## config.mk

```make
export PLATFORM = sky130hd
export DESIGN_NAME = oxygen_saturation_pixel
export DESIGN_NICKNAME = d
export VERILOG_FILES = /design/src/rtl/core/osp_pkg.sv /design/src/rtl/core/osp_prep.sv /design/src/rtl/core/osp_div_cell.sv /design/src/rtl/core/osp_out.sv /design/src/rtl/core/oxygen_saturation_pixel.sv
export VERILOG_INCLUDE_DIRS = /design/src /design/src/rtl/core
export SDC_FILE = /design/constraint.sdc
export NUM_CORES = 2
export LEC_CHECK = 0
export ABC_CLOCK_PERIOD_IN_PS = 46500
export BUFFER_PORTS_ARGS = -buffer_cell sky130_fd_sc_hd__buf_2
export CAP_MARGIN = 20
export CORE_ASPECT_RATIO = 0.7
export CORE_MARGIN = 2
export CORE_UTILIZATION = 35
export CTS_BUF_LIST = sky130_fd_sc_hd__clkbuf_8 sky130_fd_sc_hd__clkbuf_16
export CTS_CLUSTER_DIAMETER = 60
export CTS_CLUSTER_SIZE = 25
export DETAILED_ROUTE_END_ITERATION = 8
export PLACE_DENSITY_LB_ADDON = 0.25
export SYNTH_ARGS = -nofsm -noshare
export SYNTH_HDL_FRONTEND = slang
export SYNTH_SLANG_ARGS = --single-unit
```

## constraint.sdc

```tcl
create_clock -name clk_i -period 46.5 [get_ports clk_i]
set_input_delay 2.325 -clock clk_i [delete_from_list [all_inputs] [get_ports clk_i]]
set_output_delay 2.325 -clock clk_i [all_outputs]
set_load 0.005 [all_outputs]
```

## src/rtl/core/oxygen_saturation_pixel_assert.svh

```systemverilog
// Assertion macros shared by the oxygen saturation pixel RTL.
`ifndef OXYGEN_SATURATION_PIXEL_ASSERT_SVH
`define OXYGEN_SATURATION_PIXEL_ASSERT_SVH

// Same-cycle implication, disabled while reset is asserted.
`define OSP_ASSERT_IMPLY(label, clk, rst_n, ante, cons) \
  label: assert property (@(posedge clk) disable iff (!rst_n) (ante) |-> (cons)) \
    else $error("osp assertion failed");

// Next-cycle implication, disabled while reset is asserted.
`define OSP_ASSERT_NEXT(label, clk, rst_n, ante, cons) \
  label: assert property (@(posedge clk) disable iff (!rst_n) (ante) |=> (cons)) \
    else $error("osp assertion failed");

`endif

```

## src/rtl/core/osp_pkg.sv

```systemverilog
// Shared widths, register indexes and the divider cell payload type.
`timescale 1ns / 1ps

package osp_pkg;

  localparam int IN_W            = 16;
  localparam int CFG_W           = 16;
  localparam int PCT_W           = 8;
  localparam int TOT_W           = IN_W + 1;
  localparam int SAT_W           = 16;
  localparam int IN_FRAC_BITS    = 8;
  localparam int RATIO_FRAC_BITS = 14;

  // Divider geometry: numerator is |oxy| << RATIO_FRAC_BITS.
  localparam int NUM_W    = IN_W + RATIO_FRAC_BITS;
  localparam int QUO_W    = SAT_W;
  localparam int NUM_HI_W = NUM_W - QUO_W;
  localparam int DEN_W    = TOT_W;
  localparam int REM_W    = DEN_W;

  // Threshold compare widths.
  localparam int THR_W     = CFG_W + IN_FRAC_BITS;
  localparam int PCT_CMP_W = PCT_W + RATIO_FRAC_BITS + 2;

  localparam int IN_DATA_W  = 2 * IN_W;
  localparam int OUT_DATA_W = ((SAT_W + TOT_W + 7) / 8) * 8;
  localparam int OUT_USER_W = 2;

  localparam int CFG_IDX_W = 2;
  localparam logic [CFG_IDX_W-1:0] REG_HBO2_MIN    = 2'd0;
  localparam logic [CFG_IDX_W-1:0] REG_HB_MIN      = 2'd1;
  localparam logic [CFG_IDX_W-1:0] REG_TOTAL_MIN   = 2'd2;
  localparam logic [CFG_IDX_W-1:0] REG_PERCENT_MIN = 2'd3;

  // Payload handed from cell to cell. nq holds the numerator bits still to
  // be shifted in at the top and the quotient bits collected at the bottom.
  typedef struct packed {
    logic [REM_W-1:0]        rem;
    logic [DEN_W-1:0]        den;
    logic [QUO_W-1:0]        nq;
    logic                    neg;
    logic                    ovf;
    logic                    zero;
    logic                    thr_hit;
    logic signed [TOT_W-1:0] total;
  } div_t;

endpackage

```

## src/rtl/core/osp_prep.sv

```systemverilog
// Entry stage: sum, magnitudes, overflow check and hemoglobin thresholds.
`timescale 1ns / 1ps

module osp_prep (
  input  logic                               clk_i,
  input  logic                               rst_ni,
  input  logic                               en_i,
  input  logic                               vld_i,
  input  logic signed [osp_pkg::IN_W-1:0]    deoxy_i,
  input  logic signed [osp_pkg::IN_W-1:0]    oxy_i,
  input  logic signed [osp_pkg::CFG_W-1:0]   hbo2_min_i,
  input  logic signed [osp_pkg::CFG_W-1:0]   hb_min_i,
  input  logic signed [osp_pkg::CFG_W-1:0]   total_min_i,
  output logic                               vld_o,
  output osp_pkg::div_t                      div_o
);
  import osp_pkg::*;

  logic signed [TOT_W-1:0] total;
  logic        [TOT_W-1:0] oxy_neg;
  logic        [TOT_W:0]   tot_neg;
  logic        [IN_W-1:0]  oxy_mag;
  logic        [DEN_W-1:0] tot_mag;
  logic        [NUM_W-1:0] num;
  logic signed [THR_W:0]   hbo2_thr;
  logic signed [THR_W:0]   hb_thr;
  logic signed [THR_W:0]   tot_thr;
  logic signed [THR_W:0]   oxy_ext;
  logic signed [THR_W:0]   deoxy_ext;
  logic signed [THR_W:0]   tot_ext;
  logic                    hit_hbo2;
  logic                    hit_hb;
  logic                    hit_tot;
  div_t                    div_d;
  div_t                    div_q;
  logic                    vld_q;

  always_comb begin
    total   = {deoxy_i[IN_W-1], deoxy_i} + {oxy_i[IN_W-1], oxy_i};
    oxy_neg = -{oxy_i[IN_W-1], oxy_i};
    tot_neg = -{total[TOT_W-1], total};
    oxy_mag = oxy_i[IN_W-1] ? oxy_neg[IN_W-1:0] : oxy_i;
    tot_mag = total[TOT_W-1] ? tot_neg[DEN_W-1:0] : total;
    num     = {oxy_mag, {RATIO_FRAC_BITS{1'b0}}};

    // thresholds scaled to the input fixed point, compared one bit wider
    hbo2_thr  = {hbo2_min_i[CFG_W-1], hbo2_min_i, {IN_FRAC_BITS{1'b0}}};
    hb_thr    = {hb_min_i[CFG_W-1], hb_min_i, {IN_FRAC_BITS{1'b0}}};
    tot_thr   = {total_min_i[CFG_W-1], total_min_i, {IN_FRAC_BITS{1'b0}}};
    oxy_ext   = {{(THR_W + 1 - IN_W){oxy_i[IN_W-1]}}, oxy_i};
    deoxy_ext = {{(THR_W + 1 - IN_W){deoxy_i[IN_W-1]}}, deoxy_i};
    tot_ext   = {{(THR_W + 1 - TOT_W){total[TOT_W-1]}}, total};
    hit_hbo2  = (hbo2_min_i != '0) && (hbo2_thr > oxy_ext);
    hit_hb    = (hb_min_i != '0) && (hb_thr > deoxy_ext);
    hit_tot   = (total_min_i != '0) && (tot_thr > tot_ext);

    // Upper numerator bits give no quotient bit below 2^QUO_W unless the
    // quotient overflows, so they seed the remainder directly.
    div_d.rem     = REM_W'(num[NUM_W-1:QUO_W]);
    div_d.den     = tot_mag;
    div_d.nq      = num[QUO_W-1:0];
    div_d.neg     = oxy_i[IN_W-1] ^ total[TOT_W-1];
    div_d.ovf     = REM_W'(num[NUM_W-1:QUO_W]) >= tot_mag;
    div_d.zero    = (total == '0);
    div_d.thr_hit = hit_hbo2 | hit_hb | hit_tot;
    div_d.total   = total;
  end

  always_ff @(posedge clk_i or negedge rst_ni) begin
    if (!rst_ni) begin
      vld_q <= 1'b0;
    end else if (en_i) begin
      vld_q <= vld_i;
    end
  end

  always_ff @(posedge clk_i) begin
    if (en_i) begin
      div_q <= div_d;
    end
  end

  assign vld_o = vld_q;
  assign div_o = div_q;

endmodule

```

## src/rtl/core/osp_div_cell.sv

```systemverilog
// One restoring divider cell: resolves one quotient bit per item.
`timescale 1ns / 1ps

module osp_div_cell (
  input  logic          clk_i,
  input  logic          rst_ni,
  input  logic          en_i,
  input  logic          vld_i,
  input  osp_pkg::div_t div_i,
  output logic          vld_o,
  output osp_pkg::div_t div_o
);
  import osp_pkg::*;

  logic [REM_W:0]   shifted;
  logic [REM_W+1:0] diff;
  logic             take;
  div_t             div_d;
  div_t             div_q;
  logic             vld_q;

  always_comb begin
    shifted = {div_i.rem, div_i.nq[QUO_W-1]};
    diff    = {1'b0, shifted} - {2'b00, div_i.den};
    take    = !diff[REM_W+1];

    div_d     = div_i;
    div_d.rem = take ? diff[REM_W-1:0] : shifted[REM_W-1:0];
    div_d.nq  = {div_i.nq[QUO_W-2:0], take};
  end

  always_ff @(posedge clk_i or negedge rst_ni) begin
    if (!rst_ni) begin
      vld_q <= 1'b0;
    end else if (en_i) begin
      vld_q <= vld_i;
    end
  end

  always_ff @(posedge clk_i) begin
    if (en_i) begin
      div_q <= div_d;
    end
  end

  assign vld_o = vld_q;
  assign div_o = div_q;

endmodule

```

## src/rtl/core/osp_out.sv

```systemverilog
// Output stage: sign and saturation of the ratio, percent threshold, result register.
`timescale 1ns / 1ps

module osp_out (
  input  logic                              clk_i,
  input  logic                              rst_ni,
  input  logic                              en_i,
  input  logic                              vld_i,
  input  osp_pkg::div_t                     div_i,
  input  logic [osp_pkg::PCT_W-1:0]         percent_min_i,
  output logic                              vld_o,
  output logic signed [osp_pkg::SAT_W-1:0]  sat_o,
  output logic signed [osp_pkg::TOT_W-1:0]  total_o,
  output logic                              zero_o,
  output logic                              supp_o
);
  import osp_pkg::*;

  localparam logic signed [PCT_CMP_W-1:0] PercentScale = PCT_CMP_W'(100);
  localparam logic signed [SAT_W-1:0]     SatMax = {1'b0, {(SAT_W - 1){1'b1}}};
  localparam logic signed [SAT_W-1:0]     SatMin = {1'b1, {(SAT_W - 1){1'b0}}};

  logic        [QUO_W-1:0]     quo;
  logic signed [SAT_W-1:0]     ratio;
  logic signed [PCT_CMP_W-1:0] ratio_ext;
  logic signed [PCT_CMP_W-1:0] pct_val;
  logic signed [PCT_CMP_W-1:0] pct_thr;
  logic                        hit_pct;
  logic                        supp;
  logic                        vld_q;
  logic signed [SAT_W-1:0]     sat_q;
  logic signed [TOT_W-1:0]     total_q;
  logic                        zero_q;
  logic                        supp_q;

  always_comb begin
    quo = div_i.nq;
    if (!div_i.neg) begin
      ratio = (div_i.ovf || quo[QUO_W-1]) ? SatMax : quo;
    end else begin
      // magnitude of exactly 2^(QUO_W-1) still fits as the most negative code
      ratio = (div_i.ovf || (quo[QUO_W-1] && (quo[QUO_W-2:0] != '0))) ? SatMin : -quo;
    end

    ratio_ext = {{(PCT_CMP_W - SAT_W){ratio[SAT_W-1]}}, ratio};
    pct_val   = ratio_ext * PercentScale;
    pct_thr   = {{(PCT_CMP_W - PCT_W - RATIO_FRAC_BITS){1'b0}}, percent_min_i,
                 {RATIO_FRAC_BITS{1'b0}}};
    hit_pct   = (percent_min_i != '0) && (pct_thr > pct_val);
    supp      = !div_i.zero && (div_i.thr_hit || hit_pct);
  end

  always_ff @(posedge clk_i or negedge rst_ni) begin
    if (!rst_ni) begin
      vld_q <= 1'b0;
    end else if (en_i) begin
      vld_q <= vld_i;
    end
  end

  always_ff @(posedge clk_i) begin
    if (en_i) begin
      sat_q   <= (div_i.zero || supp) ? '0 : ratio;
      total_q <= div_i.total;
      zero_q  <= div_i.zero;
      supp_q  <= supp;
    end
  end

  assign vld_o   = vld_q;
  assign sat_o   = sat_q;
  assign total_o = total_q;
  assign zero_o  = zero_q;
  assign supp_o  = supp_q;

endmodule

```

## src/rtl/core/oxygen_saturation_pixel.sv

```systemverilog
// Top level of the per-voxel oxygen saturation pipeline.
`timescale 1ns / 1ps
`include "oxygen_saturation_pixel_assert.svh"

// Per-voxel oxygen saturation. Each input item carries one voxel's deoxy- and
// oxyhemoglobin values (signed Q8.8); each result item gives the total
// hemoglobin (exact sum, Q9.8), the saturation oxy/total as signed Q2.14
// (truncated toward zero, clipped to the 16-bit range), a zero-sum flag and a
// suppressed flag. A zero total yields saturation 0 with zero_sum set and no
// threshold check. Four thresholds (oxy, deoxy, total in whole units, and
// saturation in percent; 0 disables each) force saturation to 0 and set
// suppressed when any enabled one is strictly above its value. Throughput is
// one item per clock while results are taken; an item passes from acceptance
// to the master side through one entry stage, a chain of 16 divider cells
// that each resolve one quotient bit, and the output register. The pipeline
// advances as a whole whenever the output register is empty or being taken,
// so s_axis_tready_o follows m_axis_tready_i when a result is waiting.
// Thresholds are taken through the configuration channel, which is always
// ready; registers must only be written while no items are in flight.

module oxygen_saturation_pixel (
  input  logic                               clk_i,
  input  logic                               rst_ni,
  // configuration writes
  input  logic                               cfg_valid_i,
  output logic                               cfg_ready_o,
  input  logic [osp_pkg::CFG_IDX_W-1:0]      cfg_index_i,
  input  logic [osp_pkg::CFG_W-1:0]          cfg_data_i,
  // input stream
  input  logic                               s_axis_tvalid_i,
  output logic                               s_axis_tready_o,
  // tdata: [15:0] deoxy_value, [31:16] oxy_value
  input  logic [osp_pkg::IN_DATA_W-1:0]      s_axis_tdata_i,
  // output stream
  output logic                               m_axis_tvalid_o,
  input  logic                               m_axis_tready_i,
  // tdata: [15:0] saturation, [32:16] total_hemoglobin, [39:33] zero
  output logic [osp_pkg::OUT_DATA_W-1:0]     m_axis_tdata_o,
  // tuser: [0] zero_sum, [1] suppressed
  output logic [osp_pkg::OUT_USER_W-1:0]     m_axis_tuser_o
);
  import osp_pkg::*;

  logic signed [CFG_W-1:0] hbo2_min_q;
  logic signed [CFG_W-1:0] hb_min_q;
  logic signed [CFG_W-1:0] total_min_q;
  logic [PCT_W-1:0]        percent_min_q;

  logic                    adv;
  logic [QUO_W:0]          vld;
  div_t                    div [QUO_W+1];
  logic                    out_vld;
  logic signed [SAT_W-1:0] sat;
  logic signed [TOT_W-1:0] total;
  logic                    zero_sum;
  logic                    suppressed;
  logic [QUO_W+1:0]        vld_all;

  // ---------------------------------------------------------------------
  // Configuration registers; unknown indexes are dropped.
  // ---------------------------------------------------------------------
  assign cfg_ready_o = 1'b1;

  always_ff @(posedge clk_i or negedge rst_ni) begin
    if (!rst_ni) begin
      hbo2_min_q    <= '0;
      hb_min_q      <= '0;
      total_min_q   <= '0;
      percent_min_q <= '0;
    end else if (cfg_valid_i && cfg_ready_o) begin
      unique case (cfg_index_i)
        REG_HBO2_MIN:    hbo2_min_q    <= cfg_data_i;
        REG_HB_MIN:      hb_min_q      <= cfg_data_i;
        REG_TOTAL_MIN:   total_min_q   <= cfg_data_i;
        REG_PERCENT_MIN: percent_min_q <= cfg_data_i[PCT_W-1:0];
        default: ;
      endcase
    end
  end

  // ---------------------------------------------------------------------
  // Pipeline: the whole chain moves when the output register can take an item.
  // ---------------------------------------------------------------------
  assign adv             = !out_vld || m_axis_tready_i;
  assign s_axis_tready_o = adv;

  osp_prep u_prep (
    .clk_i       (clk_i),
    .rst_ni      (rst_ni),
    .en_i        (adv),
    .vld_i       (s_axis_tvalid_i),
    .deoxy_i     (s_axis_tdata_i[IN_W-1:0]),
    .oxy_i       (s_axis_tdata_i[IN_DATA_W-1:IN_W]),
    .hbo2_min_i  (hbo2_min_q),
    .hb_min_i    (hb_min_q),
    .total_min_i (total_min_q),
    .vld_o       (vld[0]),
    .div_o       (div[0])
  );

  // one cell per quotient bit, most significant first
  for (genvar g = 0; g < QUO_W; g++) begin : g_cell
    osp_div_cell u_cell (
      .clk_i  (clk_i),
      .rst_ni (rst_ni),
      .en_i   (adv),
      .vld_i  (vld[g]),
      .div_i  (div[g]),
      .vld_o  (vld[g+1]),
      .div_o  (div[g+1])
    );
  end

  osp_out u_out (
    .clk_i         (clk_i),
    .rst_ni        (rst_ni),
    .en_i          (adv),
    .vld_i         (vld[QUO_W]),
    .div_i         (div[QUO_W]),
    .percent_min_i (percent_min_q),
    .vld_o         (out_vld),
    .sat_o         (sat),
    .total_o       (total),
    .zero_o        (zero_sum),
    .supp_o        (suppressed)
  );

  assign m_axis_tvalid_o = out_vld;
  assign m_axis_tdata_o  = {{(OUT_DATA_W - SAT_W - TOT_W){1'b0}}, total, sat};
  assign m_axis_tuser_o  = {suppressed, zero_sum};

  assign vld_all = {out_vld, vld};

  // ---------------------------------------------------------------------
  // Assertions
  // ---------------------------------------------------------------------
  `OSP_ASSERT_NEXT(a_stall_freezes_pipe, clk_i, rst_ni, !adv, $stable(vld_all))
  `OSP_ASSERT_IMPLY(a_zero_clears_result, clk_i, rst_ni, out_vld && zero_sum,
                    (sat == '0) && !suppressed && (total == '0))
  `OSP_ASSERT_IMPLY(a_supp_clears_sat, clk_i, rst_ni, out_vld && suppressed,
                    (sat == '0) && !zero_sum)
  `OSP_ASSERT_IMPLY(a_nonzero_total_flag, clk_i, rst_ni, out_vld && !zero_sum,
                    total != '0)

endmodule
```

Yosys cells after proc, flatten, opt, wreduce, memory -nomap -nowiden
Index checks and enable logic that the tools add are counted.
{ "totals": {"inputBits": 55, "regBits": 1146, "elab_cells": 266, "memories": 0, "romBits": 0, "output_inout_bits": 45, "latch_bits": 0, "mem_bits_rw": 0} }
{ "classes": {"n_mux": 20, "addsub": 20, "shifts": 0, "div_mod_pow": 0, "n_bitwise": 3, "n_eq_ne": 3, "mul": 1, "reduce_logical": 40, "magnitude_cmp": 5} }
{ "ops": {"columns": ["operator", "n"], "rows": [
  ["$sub A18 B17 Y19", 15],
  ["$mux W17", 15],
  ["$mux W16", 4],
  ["$gt A24 B16 Y1", 2],
  ["$reduce_bool A16 Y1", 3],
  ["$neg A16 Y16", 2],
  ["$gt A23 B24 Y1", 1],
  ["$gt A24 B17 Y1", 1],
  ["$mul A16 B6 Y22 const B", 1],
  ["$logic_not A1 Y1", 18],
  ["$sub A15 B17 Y18", 1],
  ["$add A16 B16 Y17", 1],
  ["$ge A14 B17 Y1", 1],
  ["$logic_not A17 Y1", 1],
  ["$neg A17 Y17", 1],
  ["$mux W15", 1],
  ["$reduce_bool A15 Y1", 1],
  ["$reduce_and A2 Y1", 4],
  ["$reduce_bool A8 Y1", 1],
  ["$logic_and A1 B1 Y1", 6],
  ["$logic_or A1 B1 Y1", 5],
  ["$eq A2 B2 Y1 const B", 2],
  ["$eq A2 B1 Y1 const B", 1],
  ["$logic_not A2 Y1", 1],
  ["other kinds (2)", 3]
]} }

Longest topological paths before layout
{ "logic_depth": {"word_depth": 11, "mapped_depth": 33, "mapped_depth_nobuf": 32} }

Cells and area by module
Synthesis repeated with hierarchy kept, for this count alone.
{ "unflattened": {"hier_cells": 5016, "area_unflattened_um2": 66038.3} }
{ "modules_own_cells": {"columns": ["mod", "cells_per_inst", "instances", "area_each_um2", "seq_area_each_um2"], "rows": [
  ["osp_div_cell at g_cell[10].u_cell ...", 254, 10, 3459.6, 2157.1],
  ["osp_div_cell at g_cell[0].u_cell ...", 245, 5, 3450.8, 2157.1],
  ["osp_prep", 505, 1, 5047.3, 1616.6],
  ["osp_out", 371, 1, 3667.3, 1076.0],
  ["osp_div_cell at g_cell[2].u_cell", 243, 1, 3276.9, 2157.1],
  ["oxygen_saturation_pixel", 132, 1, 2197.1, 1401.3]
]} }

Worst setup path after synthesis
Ideal clock, no wire load.
{ "synth_timing": {"path_kind": "input to output", "startpoint": "input m_axis_tready_i", "endpoint": "output s_axis_tready_o", "t_arrival_ps": 23108, "slack_ps": 21067, "cell_stages": 4, "path_buffers": 2, "required_time_ps": 44175, "path_cell_list": "nor2b_1 -> clkbuf_1 -> clkbuf_1 -> inv_1"} }
{ "synth_via": {"elab_chain_len": 1} }
{ "synth_rtl": {"columns": ["element", "line_no", "rtl"], "rows": [
  ["start: declaration", "oxygen_saturation_pixel.sv:36", "input logic m_axis_tready_i,"],
  ["$logic_or A1 B1 Y1", "oxygen_saturation_pixel.sv:84", "assign adv = !out_vld || m_axis_tready_i;"],
  ["end: declaration", "oxygen_saturation_pixel.sv:31", "output logic s_axis_tready_o,"]
]} }
Every way passes these cells.

Worst setup path in the final report
{ "layout_timing": {"startpoint": "register g_cell[15].u_cell.div_q, in the netlist g_cell[15].u_cell.div_o[21]", "endpoint": "register u_out.sat_q[6], in the netlist u_out.sat_o[6], data pin"} }
{ "layout_via": {"elab_chain_len": 11, "elab_cells_between_ends": 13, "cone_classes": "1 x add/sub; 1 x mul; 1 x order compare; 3 x mux; 7 x reduce/logical"} }
{ "layout_rtl": {"columns": ["element", "line_no", "rtl"], "rows": [
  ["start: declaration", "osp_div_cell.sv:19", "div_t div_q;"],
  ["start signal: assignment", "osp_div_cell.sv:42", "div_q <= div_d;"],
  ["parallel branches: the longest is 3 deep, another holds $neg A16 Y16", null, null],
  ["$mux W16 *", "osp_out.sv:42", "ratio = (div_i.ovf || (quo[QUO_W-1] && (quo[QUO_W-2:0] != '0))) ? SatMin : -quo;"],
  ["$mux W16 *", "osp_out.sv:38", "if (!div_i.neg) begin"],
  ["net u_out.ratio[3]", "osp_out.sv:24", "logic signed [SAT_W-1:0] ratio;"],
  ["$mul A16 B6 Y22 *", "osp_out.sv:46", "pct_val = ratio_ext * PercentScale;"],
  ["$gt A23 B24 Y1 *", "osp_out.sv:49", "hit_pct = (percent_min_i != '0) && (pct_thr > pct_val);"],
  ["$logic_and A1 B1 Y1 *", "osp_out.sv:49", null],
  ["$logic_or A1 B1 Y1 *", "osp_out.sv:50", "supp = !div_i.zero && (div_i.thr_hit || hit_pct);"],
  ["$logic_and A1 B1 Y1 *", "osp_out.sv:50", null],
  ["$logic_or A1 B1 Y1 *", "osp_out.sv:63", "sat_q <= (div_i.zero || supp) ? '0 : ratio;"],
  ["end signal: assignment", "osp_out.sv:63", null],
  ["end: declaration", "osp_out.sv:31", "logic signed [SAT_W-1:0] sat_q;"]
]} }
Mark *: on every way through the listed nets, which the timed path passes.
A chain may end at the register's enable or synchronous reset.

==> metrics.cfg <==
[setup_path]
cpPeakStageDelay_ns=0.79
critPathMaxFanout=17
worst_path_most_repeated_cell=ha_1
crit_type=flop to flop
crit_required_ns=46.92
cp_slowest_cell=nor3_4
rr_endpoint=u_out.sat_o[6]$_SDFFCE_PP0P_
reg2reg_slack_ns=38.62
critPathArrivalTime_ns=8.29
reg2reg_from=g_cell[15].u_cell.div_o[21]$_DFFE_PP_
worst_setup_path_end_kind=flop
ff2ff_path_depth=30
startpoint_type=flop

[cts]
cts_sinks=1130
worst_skew_pair.late_latency_ns=0.71
cts_hold_buf=0
cts_tree=yes
cts-root-buf=clkbuf_16
cts_max_level=3
cts_setup_buffers=0
cts_buffers=84
postCtsResizedCells=0
clkSlewWorstSetupHoldPaths_ns=0.09
clk_path_buf_depth=3

[timing]
skew_ns=0.0597
worstMarginPinSlew_ns=1.07
slew_headroom_pct=28.5
fmax_ghz=0.127
fin_tns_setup_ns=0
finalHoldViolCount=0
setup-violations-final=0
fin_crit_sh_pct=16.9
slew_violations=0
rsz0062_at_grt=no
fin_crit_ns=7.88

[drt]
drtIter0Drc=2414
viasPerCell=4.87
wl_per_cell_um=16.2
num_vias=31324
dr.pass1.iters=7
ant_nets=0
routed_wl_mm=104
drc=0

[floorplanning]
core_um2=156000
fp.dieH_um=336
dieArea_um2=161000
pin_count=100
start_util_pct=35.3
rows=121
die_w_um=478

[final_layout]
nFillCells=14605
layout.nets=4755
fin_cells=6432
drive_above_1_share_pct=13.3
areaGrowthSynthToFinish_pct=11.3

[synth]
ys_ff_latch=1130
synth_area_um2=55100
syn_area_per_cell_um2=13.4
synth-edff-count=1056
async_reset_ff_share_pct=6.55
synth_seq_area_share_pct=60.9
synth_cells=4125
synth_flop_cell=edfxtp_1
yosysWarnings=0
ys_types=87

[global_routing]
grt_pass1_vias=30099
grt_usage_pct=12.9
grt_max_degree=186
grt-ovfl-total=0
antenna_found_initial=3
grt_pass1_wl_mm=168

[placed_design]
portBuffers=91
place_inst=6279
place_congestion=0.845
dpl.hpwl_mm=73.5

[min_path]
min_to=g_cell[12].u_cell.div_o[12]$_DFFE_PP_
min_from=g_cell[11].u_cell.div_o[12]$_DFFE_PP_
whs_path_depth=0
hold_path_class=flop to flop

[status]
status=complete, no violations

[run]
cap_violations=0

## metal layers
| metal | vias to the layer above | track usage (%) | share of wire [%] |
|---|---|---|---|
| li1 | 15711 | - | - |
| met1 | 14978 | 21.4 | 56 |
| met2 | 529 | 17.0 | 38 |
| met3 | 106 | 2.06 | 4.0 |
| met4 | 0 | 3.10 | 1.7 |
| met5 | - | 0 | 0 |
## layout make-up
type / count / area [µm²] / area share (%)
sequential: 1130 / 33600 / 54.7
multi-input combinational: 2539 / 19900 / 32.4
tap: 2091 / 2620 / 4.27
clock buffer: 87 / 2180 / 3.55
inverter: 406 / 1530 / 2.50
clock inverter: 65 / 928 / 1.51
timing repair buffer: 113 / 658 / 1.07
antenna: 1 / 2.50 / 0.00408
## how the worst max path moves through the flow
stage | startpoint | endpoint | depth (start not counted)
2_1_floorplan | m_axis_tready_i | s_axis_tready_o | 4
3_3_place_gp | g_cell[15].u_cell.div_o[21]$_DFFE_PP_ | u_out.sat_o[3]$_SDFFCE_PP0P_ | 30
3_5_place_dp | g_cell[15].u_cell.div_o[21]$_DFFE_PP_ | u_out.sat_o[0]$_SDFFCE_PP0P_ | 30
4_1_cts | g_cell[15].u_cell.div_o[21]$_DFFE_PP_ | u_out.sat_o[0]$_SDFFCE_PP0P_ | 30
5_1_grt | g_cell[15].u_cell.div_o[22]$_DFFE_PP_ | u_out.sat_o[15]$_SDFFCE_PP0P_ | 30
6_report | g_cell[15].u_cell.div_o[21]$_DFFE_PP_ | u_out.sat_o[6]$_SDFFCE_PP0P_ | 30
## stage by stage
stage          hold WS, ns  instance area (µm²)  setup WS, ns  utilization [%]
2_1_floorplan        0.400                55100         21.07                -
3_3_place_gp         0.401                58200         38.65             37.3
3_5_place_dp         0.405                58200         38.60             37.3
4_1_cts              0.358                61300         38.57             39.3
5_1_grt              0.368                61300         38.01             39.3
6_report             0.380                61300         38.62             39.3
## logic make-up after synthesis
family	synth area share (%)
AND/OR/NAND/NOR	8.16
buffers and inverters	3.29
AO/OA/AOI/OAI	9.17
flip-flops	60.9
XOR/XNOR	3.24
other	0.0136
multiplexers	5.18
adder cells (fa/ha/maj)	10.1
## cells in the final DEF, fill, tap and decap left out, types with 24 or more instances in the layout
cell type / n
edfxtp_1: 1056
o21a_1: 58
nor3_1: 88
a21o_1: 64
ha_1: 397
nand2_1: 149
xnor2_1: 123
nor2b_1: 66
a211oi_1: 41
nor2_1: 270
nand4_1: 24
a31oi_1: 49
buf_2: 91
o21ai_0: 150
nand3_1: 49
nor4_1: 36
dfrtp_1: 74
and2_1: 26
nand2b_1: 35
fa_1: 29
mux2_2: 238
or3_1: 36
xor2_1: 81
clkbuf_16: 87
a21oi_1: 211
inv_1: 405
## Yosys cell counts, types with 23 or more instances
cell type	instances	share of area, %
a21oi_1	211	1.9
o21a_1	58	0.79
edfxtp_1	1056	58
xnor2_1	123	2.0
mux2_2	238	4.9
a31oi_1	49	0.56
ha_1	397	9.0
nor2b_1	66	0.75
dfrtp_1	74	3.4
nor2_1	270	1.8
nand2_1	149	1.0
nor3_1	88	0.80
nand4_1	24	0.27
or3_1	36	0.41
a21o_1	64	0.87
nor4_1	36	0.41
clkbuf_1	34	0.23
a211oi_1	41	0.56
nand2b_1	35	0.40
and2_1	26	0.30
nand3_1	49	0.44
inv_1	405	2.8
o2111ai_1	23	0.37
o21ai_0	150	1.4
xor2_1	81	1.3
fa_1	29	1.1
## flip-flops by register name (all words and copies together) (netlist names)
| register | count |
|---|---|
| u_prep.div_o | 53 |
| u_out.zero_o | 1 |
| hb_min_q | 16 |
| percent_min_q | 8 |
| g_cell.u_cell.vld_o | 16 |
| u_out.total_o | 17 |
| hbo2_min_q | 16 |
| total_min_q | 16 |
| u_out.sat_o | 16 |
| g_cell.u_cell.div_o | 968 |
| u_prep.vld_o | 1 |
| u_out.supp_o | 1 |
| u_out.vld_o | 1 |
## worst max-delay path: cells and delay by family, from the launching register on
family | cells | cell delay, ns
AO/OA/AOI/OAI | 9 | 2.34
XOR/XNOR | 1 | 0.10
adder cells (fa/ha/maj) | 6 | 1.74
buffers and inverters | 3 | 0.17
flip-flops | 1 | 0.44
AND/OR/NAND/NOR | 11 | 2.78
Power is left out: the tool's default activity adds up to more than one toggle a clock period on the data nets, which glitch-free logic cannot reach.
